File: src/wsfd_pkg.sv
`timescale 1ns / 1ps

package wsfd_pkg;

   localparam int unsigned LenW = 63;
   localparam logic [LenW-1:0] MaxLenReset = 63'd67108864;

   localparam logic [6:0] Len16Code   = 7'd126;
   localparam logic [6:0] Len64Code   = 7'd127;
   localparam logic [3:0] Ext16Bytes  = 4'd2;
   localparam logic [3:0] Ext64Bytes  = 4'd8;
   localparam logic [3:0] KeyBytes    = 4'd4;

   typedef enum logic [2:0] {
      PH_HDR0,
      PH_HDR1,
      PH_EXT,
      PH_KEY,
      PH_DATA,
      PH_HALT
   } phase_type;

   typedef enum logic [1:0] {
      KIND_HEADER  = 2'd0,
      KIND_PAYLOAD = 2'd1,
      KIND_ERROR   = 2'd2
   } kind_type;

   typedef enum logic [1:0] {
      ERR_LEN_TOP    = 2'd0,
      ERR_UNMASKED   = 2'd1,
      ERR_OVER_LIMIT = 2'd2
   } err_type;

   typedef struct packed {
      kind_type        kind;
      logic            fin;
      logic [3:0]      opcode;
      logic [LenW-1:0] length;
      logic [7:0]      payload;
      err_type         err;
      logic            last;
   } result_type;

endpackage

File: src/wsfd_parser.sv
`timescale 1ns / 1ps

module wsfd_parser import wsfd_pkg::*; (
   input  logic            clock,
   input  logic            reset,
   input  logic            accept,
   input  logic [7:0]      in_byte,
   input  logic [LenW-1:0] max_len,
   output logic            push,
   output result_type      result
);

   phase_type       phase_ff, phase_in;
   logic [3:0]      field_count_ff, field_count_in;
   logic            fin_ff, fin_in;
   logic [3:0]      opcode_ff, opcode_in;
   logic            mask_flag_ff, mask_flag_in;
   logic [63:0]     length_ff, length_in;
   logic [31:0]     key_ff, key_in;
   logic [LenW-1:0] left_ff, left_in;
   logic [1:0]      key_pos_ff, key_pos_in;

   logic [63:0]     len_check;
   logic            mask_check;
   logic            err_top;
   logic            over_limit;
   logic            check_fail;
   err_type         err_code;
   logic [3:0]      count_dec;
   logic [3:0]      count_inc;
   logic [LenW-1:0] left_dec;
   logic [7:0]      key_byte;
   logic            is_ext_code;

   // The length check runs on the byte that completes the length field.
   always_comb begin
      if (phase_ff == PH_EXT) begin
         len_check  = {length_ff[55:0], in_byte};
         mask_check = mask_flag_ff;
      end else begin
         len_check  = {57'd0, in_byte[6:0]};
         mask_check = in_byte[7];
      end
      err_top    = (phase_ff == PH_EXT) && len_check[63];
      over_limit = len_check > {1'b0, max_len};
      check_fail = err_top || !mask_check || over_limit;
      priority if (err_top) begin
         err_code = ERR_LEN_TOP;
      end else if (!mask_check) begin
         err_code = ERR_UNMASKED;
      end else begin
         err_code = ERR_OVER_LIMIT;
      end
      count_dec   = field_count_ff - 4'd1;
      count_inc   = field_count_ff + 4'd1;
      left_dec    = left_ff - {{(LenW-1){1'b0}}, 1'b1};
      is_ext_code = (in_byte[6:0] == Len16Code) || (in_byte[6:0] == Len64Code);
      unique case (key_pos_ff)
         2'd0:    key_byte = key_ff[31:24];
         2'd1:    key_byte = key_ff[23:16];
         2'd2:    key_byte = key_ff[15:8];
         default: key_byte = key_ff[7:0];
      endcase
   end

   // Next phase.
   always_comb begin
      phase_in = phase_ff;
      if (accept) begin
         unique case (phase_ff)
            PH_HDR1: begin
               if (is_ext_code) begin
                  phase_in = PH_EXT;
               end else begin
                  phase_in = check_fail ? PH_HALT : PH_KEY;
               end
            end
            PH_EXT: begin
               if (count_dec == 4'd0) begin
                  phase_in = check_fail ? PH_HALT : PH_KEY;
               end
            end
            PH_KEY: begin
               if (count_inc == KeyBytes) begin
                  phase_in = (length_ff[LenW-1:0] == '0) ? PH_HDR0 : PH_DATA;
               end
            end
            PH_DATA: begin
               if (left_dec == '0) begin
                  phase_in = PH_HDR0;
               end
            end
            PH_HALT: phase_in = PH_HALT;
            default: phase_in = PH_HDR1;
         endcase
      end
   end

   // Held fields and the result item.
   always_comb begin
      field_count_in = field_count_ff;
      fin_in         = fin_ff;
      opcode_in      = opcode_ff;
      mask_flag_in   = mask_flag_ff;
      length_in      = length_ff;
      key_in         = key_ff;
      left_in        = left_ff;
      key_pos_in     = key_pos_ff;
      push           = 1'b0;
      result.kind    = KIND_HEADER;
      result.fin     = fin_ff;
      result.opcode  = opcode_ff;
      result.length  = length_ff[LenW-1:0];
      result.payload = 8'd0;
      result.err     = ERR_LEN_TOP;
      result.last    = 1'b0;
      if (accept) begin
         unique case (phase_ff)
            PH_HDR1: begin
               mask_flag_in = in_byte[7];
               if (is_ext_code) begin
                  length_in      = 64'd0;
                  field_count_in = (in_byte[6:0] == Len16Code) ? Ext16Bytes : Ext64Bytes;
               end else begin
                  length_in      = len_check;
                  field_count_in = 4'd0;
                  if (check_fail) begin
                     push          = 1'b1;
                     result.kind   = KIND_ERROR;
                     result.length = len_check[LenW-1:0];
                     result.err    = err_code;
                     result.last   = 1'b1;
                  end
               end
            end
            PH_EXT: begin
               length_in      = len_check;
               field_count_in = count_dec;
               if (count_dec == 4'd0 && check_fail) begin
                  push          = 1'b1;
                  result.kind   = KIND_ERROR;
                  result.length = len_check[LenW-1:0];
                  result.err    = err_code;
                  result.last   = 1'b1;
               end
            end
            PH_KEY: begin
               key_in         = {key_ff[23:0], in_byte};
               field_count_in = count_inc;
               if (count_inc == KeyBytes) begin
                  field_count_in = 4'd0;
                  key_pos_in     = 2'd0;
                  left_in        = length_ff[LenW-1:0];
                  push           = 1'b1;
                  result.kind    = KIND_HEADER;
                  result.last    = (length_ff[LenW-1:0] == '0);
               end
            end
            PH_DATA: begin
               key_pos_in     = key_pos_ff + 2'd1;
               left_in        = left_dec;
               push           = 1'b1;
               result.kind    = KIND_PAYLOAD;
               result.payload = in_byte ^ key_byte;
               result.last    = (left_dec == '0);
            end
            PH_HALT: begin
            end
            default: begin
               fin_in    = in_byte[7];
               opcode_in = in_byte[3:0];
            end
         endcase
      end
   end

   always_ff @(posedge clock) begin
      if (reset) begin
         phase_ff       <= PH_HDR0;
         field_count_ff <= 4'd0;
         fin_ff         <= 1'b0;
         opcode_ff      <= 4'd0;
         mask_flag_ff   <= 1'b0;
         length_ff      <= 64'd0;
         key_ff         <= 32'd0;
         left_ff        <= '0;
         key_pos_ff     <= 2'd0;
      end else begin
         phase_ff       <= phase_in;
         field_count_ff <= field_count_in;
         fin_ff         <= fin_in;
         opcode_ff      <= opcode_in;
         mask_flag_ff   <= mask_flag_in;
         length_ff      <= length_in;
         key_ff         <= key_in;
         left_ff        <= left_in;
         key_pos_ff     <= key_pos_in;
      end
   end

endmodule

File: src/wsfd_outbuf.sv
`timescale 1ns / 1ps

module wsfd_outbuf import wsfd_pkg::*; (
   input  logic       clock,
   input  logic       reset,
   input  logic       push,
   input  result_type push_data,
   input  logic       out_stall,
   output logic       out_valid,
   output result_type out_data,
   output logic       full
);

   logic       main_valid_ff, main_valid_in;
   logic       skid_valid_ff, skid_valid_in;
   result_type main_ff, main_in;
   result_type skid_ff, skid_in;
   logic       take;

   // The skid entry only fills when the output entry is held by a stall.
   always_comb begin
      take          = main_valid_ff && !out_stall;
      main_valid_in = main_valid_ff;
      skid_valid_in = skid_valid_ff;
      main_in       = main_ff;
      skid_in       = skid_ff;
      if (take) begin
         if (skid_valid_ff) begin
            main_in       = skid_ff;
            skid_valid_in = 1'b0;
         end else begin
            main_valid_in = push;
            main_in       = push_data;
         end
      end else if (!main_valid_ff) begin
         main_valid_in = push;
         main_in       = push_data;
      end else if (push) begin
         skid_valid_in = 1'b1;
         skid_in       = push_data;
      end
   end

   always_ff @(posedge clock) begin
      if (reset) begin
         main_valid_ff <= 1'b0;
         skid_valid_ff <= 1'b0;
      end else begin
         main_valid_ff <= main_valid_in;
         skid_valid_ff <= skid_valid_in;
      end
      main_ff <= main_in;
      skid_ff <= skid_in;
   end

   assign out_valid = main_valid_ff;
   assign out_data  = main_ff;
   assign full      = skid_valid_ff;

endmodule

File: src/websocket_frame_decoder.sv
`timescale 1ns / 1ps
// A result item is registered in the output buffer before it appears on the rsp_ ports.
// Throughput: one byte per cycle; req_stall rises only while the two-entry output buffer is full.
// Reset (synchronous, active high): the parser waits for a first header byte, the buffer
// is empty, and the payload limit returns to 64 MiB. No clearing pass is needed.
module websocket_frame_decoder import wsfd_pkg::*; (
   input  logic            clock,
   input  logic            reset,
   input  logic            req_valid,
   output logic            req_stall,
   input  logic [7:0]      req_in_byte,
   output logic            rsp_valid,
   input  logic            rsp_stall,
   output logic [1:0]      rsp_result_kind,
   output logic            rsp_frame_final,
   output logic [3:0]      rsp_frame_opcode,
   output logic [LenW-1:0] rsp_frame_length,
   output logic [7:0]      rsp_payload_byte,
   output logic [1:0]      rsp_error_code,
   output logic            rsp_last_of_frame,
   input  logic            csr_valid,
   output logic            csr_ready,
   input  logic [LenW-1:0] csr_max_payload_length
);

   logic [LenW-1:0] max_len_ff, max_len_in;
   logic            accept;
   logic            push;
   logic            buf_full;
   result_type      parsed;
   result_type      out_item;

   // The limit register takes a write in any cycle; the user must write only while idle (not enforced).
   assign csr_ready = 1'b1;

   always_comb begin
      max_len_in = max_len_ff;
      if (csr_valid && csr_ready) begin
         max_len_in = csr_max_payload_length;
      end
   end

   always_ff @(posedge clock) begin
      if (reset) begin
         max_len_ff <= MaxLenReset;
      end else begin
         max_len_ff <= max_len_in;
      end
   end

   // An item is taken whenever the skid entry is free, so the stall seen upstream
   // comes straight from a register and never from rsp_stall in the same cycle.
   assign req_stall = buf_full;
   assign accept    = req_valid && !req_stall;

   // The parser handles one byte per cycle while req_stall is low: header fields, extended length,
   // mask key, then payload unmasking, with the frame checks on the last length byte.
   wsfd_parser u_parser (
      .clock   (clock),
      .reset   (reset),
      .accept  (accept),
      .in_byte (req_in_byte),
      .max_len (max_len_ff),
      .push    (push),
      .result  (parsed)
   );

   // Output register plus skid entry, so one stalled result does not block the next byte.
   wsfd_outbuf u_outbuf (
      .clock     (clock),
      .reset     (reset),
      .push      (push),
      .push_data (parsed),
      .out_stall (rsp_stall),
      .out_valid (rsp_valid),
      .out_data  (out_item),
      .full      (buf_full)
   );

   assign rsp_result_kind   = out_item.kind;
   assign rsp_frame_final   = out_item.fin;
   assign rsp_frame_opcode  = out_item.opcode;
   assign rsp_frame_length  = out_item.length;
   assign rsp_payload_byte  = out_item.payload;
   assign rsp_error_code    = out_item.err;
   assign rsp_last_of_frame = out_item.last;

endmodule

File: config.mk
export PLATFORM = sky130hd
export DESIGN_NAME = websocket_frame_decoder
export DESIGN_NICKNAME = d
export VERILOG_FILES = /design/src/wsfd_pkg.sv /design/src/wsfd_parser.sv /design/src/wsfd_outbuf.sv /design/src/websocket_frame_decoder.sv
export SDC_FILE = /design/constraint.sdc
export NUM_CORES = 1
export LEC_CHECK = 0
export BUFFER_PORTS_ARGS = -buffer_cell sky130_fd_sc_hd__buf_2
export CORE_ASPECT_RATIO = 1.2
export CORE_MARGIN = 2
export CORE_UTILIZATION = 46
export DETAILED_ROUTE_END_ITERATION = 6
export PLACE_DENSITY = 0.72
export SLEW_MARGIN = 15
export SYNTH_ARGS = -nofsm -noshare
export SYNTH_HDL_FRONTEND = slang
export SYNTH_SLANG_ARGS = --single-unit
File: constraint.sdc
create_clock -name clock -period 7.4 [get_ports clock]
set_input_delay 0.37 -clock clock [delete_from_list [all_inputs] [get_ports clock]]
set_output_delay 0.37 -clock clock [all_outputs]
set_load 0.05 [all_outputs]
# After elaboration in Yosys (flattened, before gate mapping)
# Index checks and enable logic that the tools add are counted.
# op_classes
addsub,4
multipliers,0
div_mod_pow,0
n_lt_le_gt_ge,1
eq_ne,15
shifts,0
muxes,51
n_bitwise,3
reduce_logical,28
# ops
op,count
case mux 63 bit (2 select lines),3
2-to-1 mux 63 bit,5
2-to-1 mux 81 bit,3
logical NOT 63 bit,2
2-to-1 mux 74 bit,1
> comparator 64 x 63 -> 1 bit,1
2-to-1 mux 64 bit,1
"subtractor 63 x 1 -> 63 bit, second input constant",1
2-to-1 mux 3 bit,9
case mux 8 bit (3 select lines),1
case mux 3 bit (5 select lines),1
"equality test 7 bit, second input constant",2
2-to-1 mux 2 bit,7
2-to-1 mux 4 bit,3
case mux 4 bit (3 select lines),1
AND reduction 2 bit,6
2-to-1 mux 1 bit,10
2-to-1 mux 8 bit,1
case mux 1 bit (4 select lines),2
case mux 2 bit (2 select lines),2
XOR 8 bit,1
"equality test 3 x 2 -> 1 bit, second input constant",2
"equality test 3 bit, second input constant",2
"!= test 2 bit, second input constant",3
21 further kinds,32
# word_totals
ff_bits,400
latch_bits,0
ram_bits,0
romBits,0
input_bits,76
output_inout_bits,84
wordCells,128
mem_count,0

# Depth between registers and ports, before layout
# depth
ltp_word,11
depth_mapped,18
ltp_nobuf,12

# Modules after synthesis
# Synthesis repeated with hierarchy kept, for this count alone.
# unflattened
hier_cells,2120
hier_area_um2,20572.2
# by_module_without_submodules
module,instances,cells_per_inst,area_each_um2,seq_area_each_um2
wsfd_parser,1,1651,11928.9,3463.3
wsfd_outbuf,1,263,6336.1,4904.7
websocket_frame_decoder,1,206,2307.2,1261.2

# Worst setup path after synthesis
# Ideal clock, no wire load.
# synth_path
path_type,reg2reg
from,reg u_parser.phase_ff[0]
to,reg u_outbuf.skid_ff[0] (netlist name) (enable)
setup_time_ps,522
arrival_time_ps,7057
t_required_ps,6878
path_slack_ps,-179
stages_incl_launch_ff,18
path_buffers,5
synth_period_minus_slack_ps,7579
cell_sequence,dfxtp_1 -> clkbuf_1 -> nor3b_1 -> clkbuf_1 -> clkbuf_1 -> clkbuf_1 -> and2_1 -> ha_1 -> nand3_1 -> a2111oi_0 -> nand4_1 -> a31oi_1 -> nor4_1 -> o22ai_1 -> nand3_1 -> clkbuf_1 -> a21o_1 -> nor2_1
# synth_between
elab_chain_cells,10
elab_cells_between_ends,18
cone_classes,1 x order compare; 4 x eq/ne; 7 x mux; 6 x reduce/logical
# synth_rtl
item,line,rtl
"start, declared",wsfd_parser.sv:13,"phase_type phase_ff, phase_in;"
"start signal, assigned",wsfd_parser.sv:189,phase_ff <= phase_in;
"parallel branches: the longest is 7 deep, another holds > comparator 64 x 63 -> 1 bit",--,
case mux 1 bit (4 select lines) (*),wsfd_parser.sv:118,unique case (phase_ff)
2-to-1 mux 1 bit (*),wsfd_parser.sv:117,if (accept) begin
AND reduction 3 bit (no source line) (*),--,
"end signal, assigned",wsfd_outbuf.sv:53,skid_ff <= skid_in;
"end, declared",wsfd_outbuf.sv:17,"result_type skid_ff, skid_in;"
# Every way passes the cells marked *.
# A chain may end at the register's enable or synchronous reset.

==> results.txt <==
The later pin in the worst-skew pair is clocked with a latency of 570 ps. Power spread over the standard cell area amounts to 257 mW/mm². The number of warnings printed during yosys synthesis was 0. In this run the register-to-register setup slack is 1800 ps. Based on the critical path, the design can be clocked at up to 178 MHz. Among all flip-flop cells after synthesis, the most frequent one is sky130_fd_sc_hd__dfxtp_1. The tools report the count of maximum capacitance violations as 0. The initialized floorplan defines 83 standard-cell rows.

Combinational logic burns 20.7% of the power. After routing the design area is 0.0227 mm². The antenna cell count is 0, and the mean routed wirelength per cell is 21.6 µm. The flow ran to the end, and the final reports show no timing, DRC or antenna violations. Entering global routing, the biggest net connects 104 pins. In the final timing run, aggregate negative setup slack is 0 ps. The share of post-route cells with drive strength above 1 is 14.4%, and the weighted congestion at the end of routability-driven global placement is 0.961. The relative area change from synthesis to final layout is 12.8%, and the detailed placer's ending HPWL is 41600 µm. The library cell used most frequently in the layout, excluding fill and tap cells, is sky130_fd_sc_hd__nor2_1. Gates resized during post-CTS repair numbered 0. Data arrives at the worst endpoint at 5910 ps.

The first global-routing pass estimated 93600 µm of wire. For this design the top-level I/O count stands at 160. Once placement completed, the tool counted placed cells totaling 2754.

Using the TritonRoute via totals, the vias-per-cell ratio works out to 6.12. The tightest min-delay check is of the input pin to register type. The final-report max-slew violation count was 0; the count of input and output buffers was 158. Summed over all cells, the static leakage comes to 9.37 nW. For the final database, setup skew stands at 28.0 ps. Data on the critical path is required at its endpoint by 7700 ps. Hold repair after CTS inserted 0 buffers.

The critical path in this run is classified as register to register. IR analysis of the VDD net gives a maximum drop of 0.152 mV. Counting instances, the worst hold path has a depth of 3. The worst relative slew slack came out at 20.7%. The floorplan step set the die width to 195 µm.

For this run, the total global-route usage over all layers was measured as 26.2%. In this run, distinct cell masters in the synthesized netlist total 70. The clock root buffer master is sky130_fd_sc_hd__clkbuf_16.

Setup violations remaining at the end of the flow were counted as 0. Final hold violation count: 0. Sequential cells burn 42.0% of the power. The logs give 3 for the maximum clock path buffer count and 6 for the total iterations of the first detailed-routing run. The post-route clock period utilization is 75.7%.

The total length of routed wires is 61100 µm, and the synthesized flop and latch total is 400. The cell area that synthesis handed to floorplanning was 0.0201 mm². For the starting utilization of the core area, the log shows 46.8%. After clock tree synthesis, the clock-pin slew on the worst setup and hold paths is 70 ps. Dividing the synthesized area by the synthesized cell count gives 9.27 µm². For the synthesized netlist cell count, the log shows 2172. In this run the vertical extent of the chip is 233 µm. Number of antenna violations at the first check in global routing: 0. The number of nets with antenna violations after detailed routing was 0. STA classifies the critical path startpoint as a register. The filler cells instantiated in the layout total 3861.

The number of enable-type register cells in the synthesized netlist came out at 162. The top cell types in the final layout, fill and taps aside, are 257 x sky130_fd_sc_hd__nor2_1, 238 x sky130_fd_sc_hd__dfxtp_1, 224 x sky130_fd_sc_hd__nand2_1. For the post-synth net total, the log shows 2320. The number of clock buffers added by TritonCTS is 42. The origin of the critical flop-to-flop path was u_parser.phase_ff[0]. The die covers 0.0455 mm².

For this run, the share of the core covered by cells in the final layout is 52.8%. Summed over all layers, the global routing overflow is 0. Endpoint of the most critical register-to-register path: u_outbuf.out_data[17].

In this run the worst setup path begins at u_parser.phase_ff[0]. Nature of the critical path endpoint: a register. The tools report the switching power as 1.85 mW. The clock network accounts for 37.3% of the total power. For the total placed instance area, the log shows 0.0213 mm². Cell internal power was estimated by the tool at 3.99 mW.

The number of clock sinks is 400, and the placeable core region is 0.0430 mm². The count of cells in the finished layout, fillers not included, comes to 2832. The H-tree generated during clock tree synthesis spans 2 levels.

Of all nets on the critical path, the largest fanout is 66. Setup repair after global routing left no endpoint under its margin. After detailed routing, the number of remaining DRC violations is 0.

After synthesis, the share of flip-flops with an asynchronous set or reset is 0%. Summing internal, switching and leakage power gives 5.83 mW. The via count of the routed design is 17300, and the switching share of power is 31.6%.

The worst reg-to-reg path cell count was 14; the transition at the pin with the smallest max-transition slack was 1190 ps. In the final design database the tool counted 2394 nets. The number of post-CTS setup repair buffers is 0. The number of global-route vias before repair is 16400.

Subtracting the final worst setup slack from the clock period gives 5600 ps. Sequential cells were found to cover 47.8% of the synthesized design area. The capturing instance or port of the critical path was u_outbuf.out_data[17].

TritonCTS built the clock tree. For the DRC violation total after the first TritonRoute iteration, the log shows 1633.
## layer usage
layer / wire (µm) / vias up / part of all wire (%) / global-route usage [%]
met4: 2790 / 0 / 4.6 / 12.0
met2: 28600 / 756 / 47 / 43.0
met5: 0 / - / 0 / 0
met3: 4570 / 165 / 7.5 / 3.81
met1: 25100 / 8382 / 41 / 34.2
li1: - / 8015 / - / -
## cell families (layout without fill, tap and decap cells)
group,Yosys count,after routing,share of synthesized area [%]
AND/OR/NAND/NOR,808,808,19.0
XOR/XNOR,29,29,1.26
buffers and inverters,229,337,4.37
multiplexers,122,122,6.39
other,1,1,0.0186
flip-flops,400,400,47.8
adder cells (fa/ha/maj),72,72,4.47
AO/OA/AOI/OAI,511,511,16.7
## through the flow
| stage | setup WS [ps] | hold slack, ps |
|---|---|---|
| after floorplan | 30.1 | 429 |
| after global placement | 2180 | 441 |
| after detailed placement | 2060 | 443 |
| after CTS | 2000 | 24.2 |
| after global routing | 1700 | 41.9 |
| final | 1800 | 37.3 |
## worst min path at each step
| stage | startpoint | to | slack [ps] |
|---|---|---|---|
| 2_1_floorplan | u_parser.opcode_ff[0] | u_outbuf.skid_ff[74] | 430 |
| 3_3_place_gp | u_parser.key_ff[25] | u_parser.key_ff[25] | 440 |
| 3_5_place_dp | u_parser.opcode_ff[0] | u_outbuf.skid_ff[74] | 440 |
| 4_1_cts | csr_max_payload_length[26] | max_len_ff[26] | 20 |
| 5_1_grt | csr_max_payload_length[26] | max_len_ff[26] | 40 |
| 6_report | csr_max_payload_length[26] | max_len_ff[26] | 40 |
## final cells by class
| class | count | area (µm²) | area share (%) |
|---|---|---|---|
| Multi-Input combinational cell | 1543 | 9730 | 42.8 |
| Sequential cell | 400 | 9630 | 42.4 |
| Clock buffer | 60 | 1210 | 5.34 |
| Timing Repair Buffer | 179 | 957 | 4.21 |
| Tap cell | 552 | 691 | 3.04 |
| Inverter | 80 | 300 | 1.32 |
| Clock inverter | 18 | 204 | 0.898 |
## state kept, by name, indices dropped and copies added, names as in the netlist
name,flops
max_len_ff,63
u_outbuf.full,1
u_outbuf.out_data,81
u_outbuf.out_valid,1
u_outbuf.skid_ff,81
u_parser.field_count_ff,4
u_parser.fin_ff,1
u_parser.key_ff,32
u_parser.key_pos_ff,2
u_parser.left_ff,63
u_parser.length_ff,63
u_parser.mask_flag_ff,1
u_parser.opcode_ff,4
u_parser.phase_ff,3
## power by group through the flow
| stage | logic [mW] | registers, mW | clock network (mW) |
|---|---|---|---|
| 6_report | 1.21 | 2.45 | 2.17 |
| 5_1_grt | 1.31 | 2.46 | 2.28 |
| 4_1_cts | 1.19 | 2.45 | 2.20 |
| 3_5_place_dp | 1.19 | 2.50 | 0 |
| 3_3_place_gp | 1.17 | 2.49 | 0 |
| 2_1_floorplan | 0.754 | 2.60 | 0 |
## critical path: stages, from the launching register on
cell and delay, ps:
sky130_fd_sc_hd__dfxtp_1 500, sky130_fd_sc_hd__nor3b_2 280, sky130_fd_sc_hd__buf_4 540, sky130_fd_sc_hd__and2_1 270, sky130_fd_sc_hd__ha_1 260, sky130_fd_sc_hd__a21oi_1 150, sky130_fd_sc_hd__o21ai_0 130, sky130_fd_sc_hd__a222oi_1 640
sky130_fd_sc_hd__a21oi_1 170, sky130_fd_sc_hd__nor4_1 620, sky130_fd_sc_hd__o22ai_1 220, sky130_fd_sc_hd__nand3_2 140, sky130_fd_sc_hd__buf_4 670, sky130_fd_sc_hd__mux2_2 440, sky130_fd_sc_hd__mux2_2 270
## cells in the mapped netlist (all sizes together) (57+ instances only)
cell	n	share of area, %
a21oi	165	4.1
a22oi	67	2.5
and2	81	2.5
clkbuf	132	2.5
dfxtp	238	24
edfxtp	162	24
ha	72	4.5
inv	80	1.5
mux2i	69	3.4
nand2	227	4.2
nor2	260	4.8
nor3	57	1.4
o21ai	88	2.2
(Power assumes the default switching activity.)
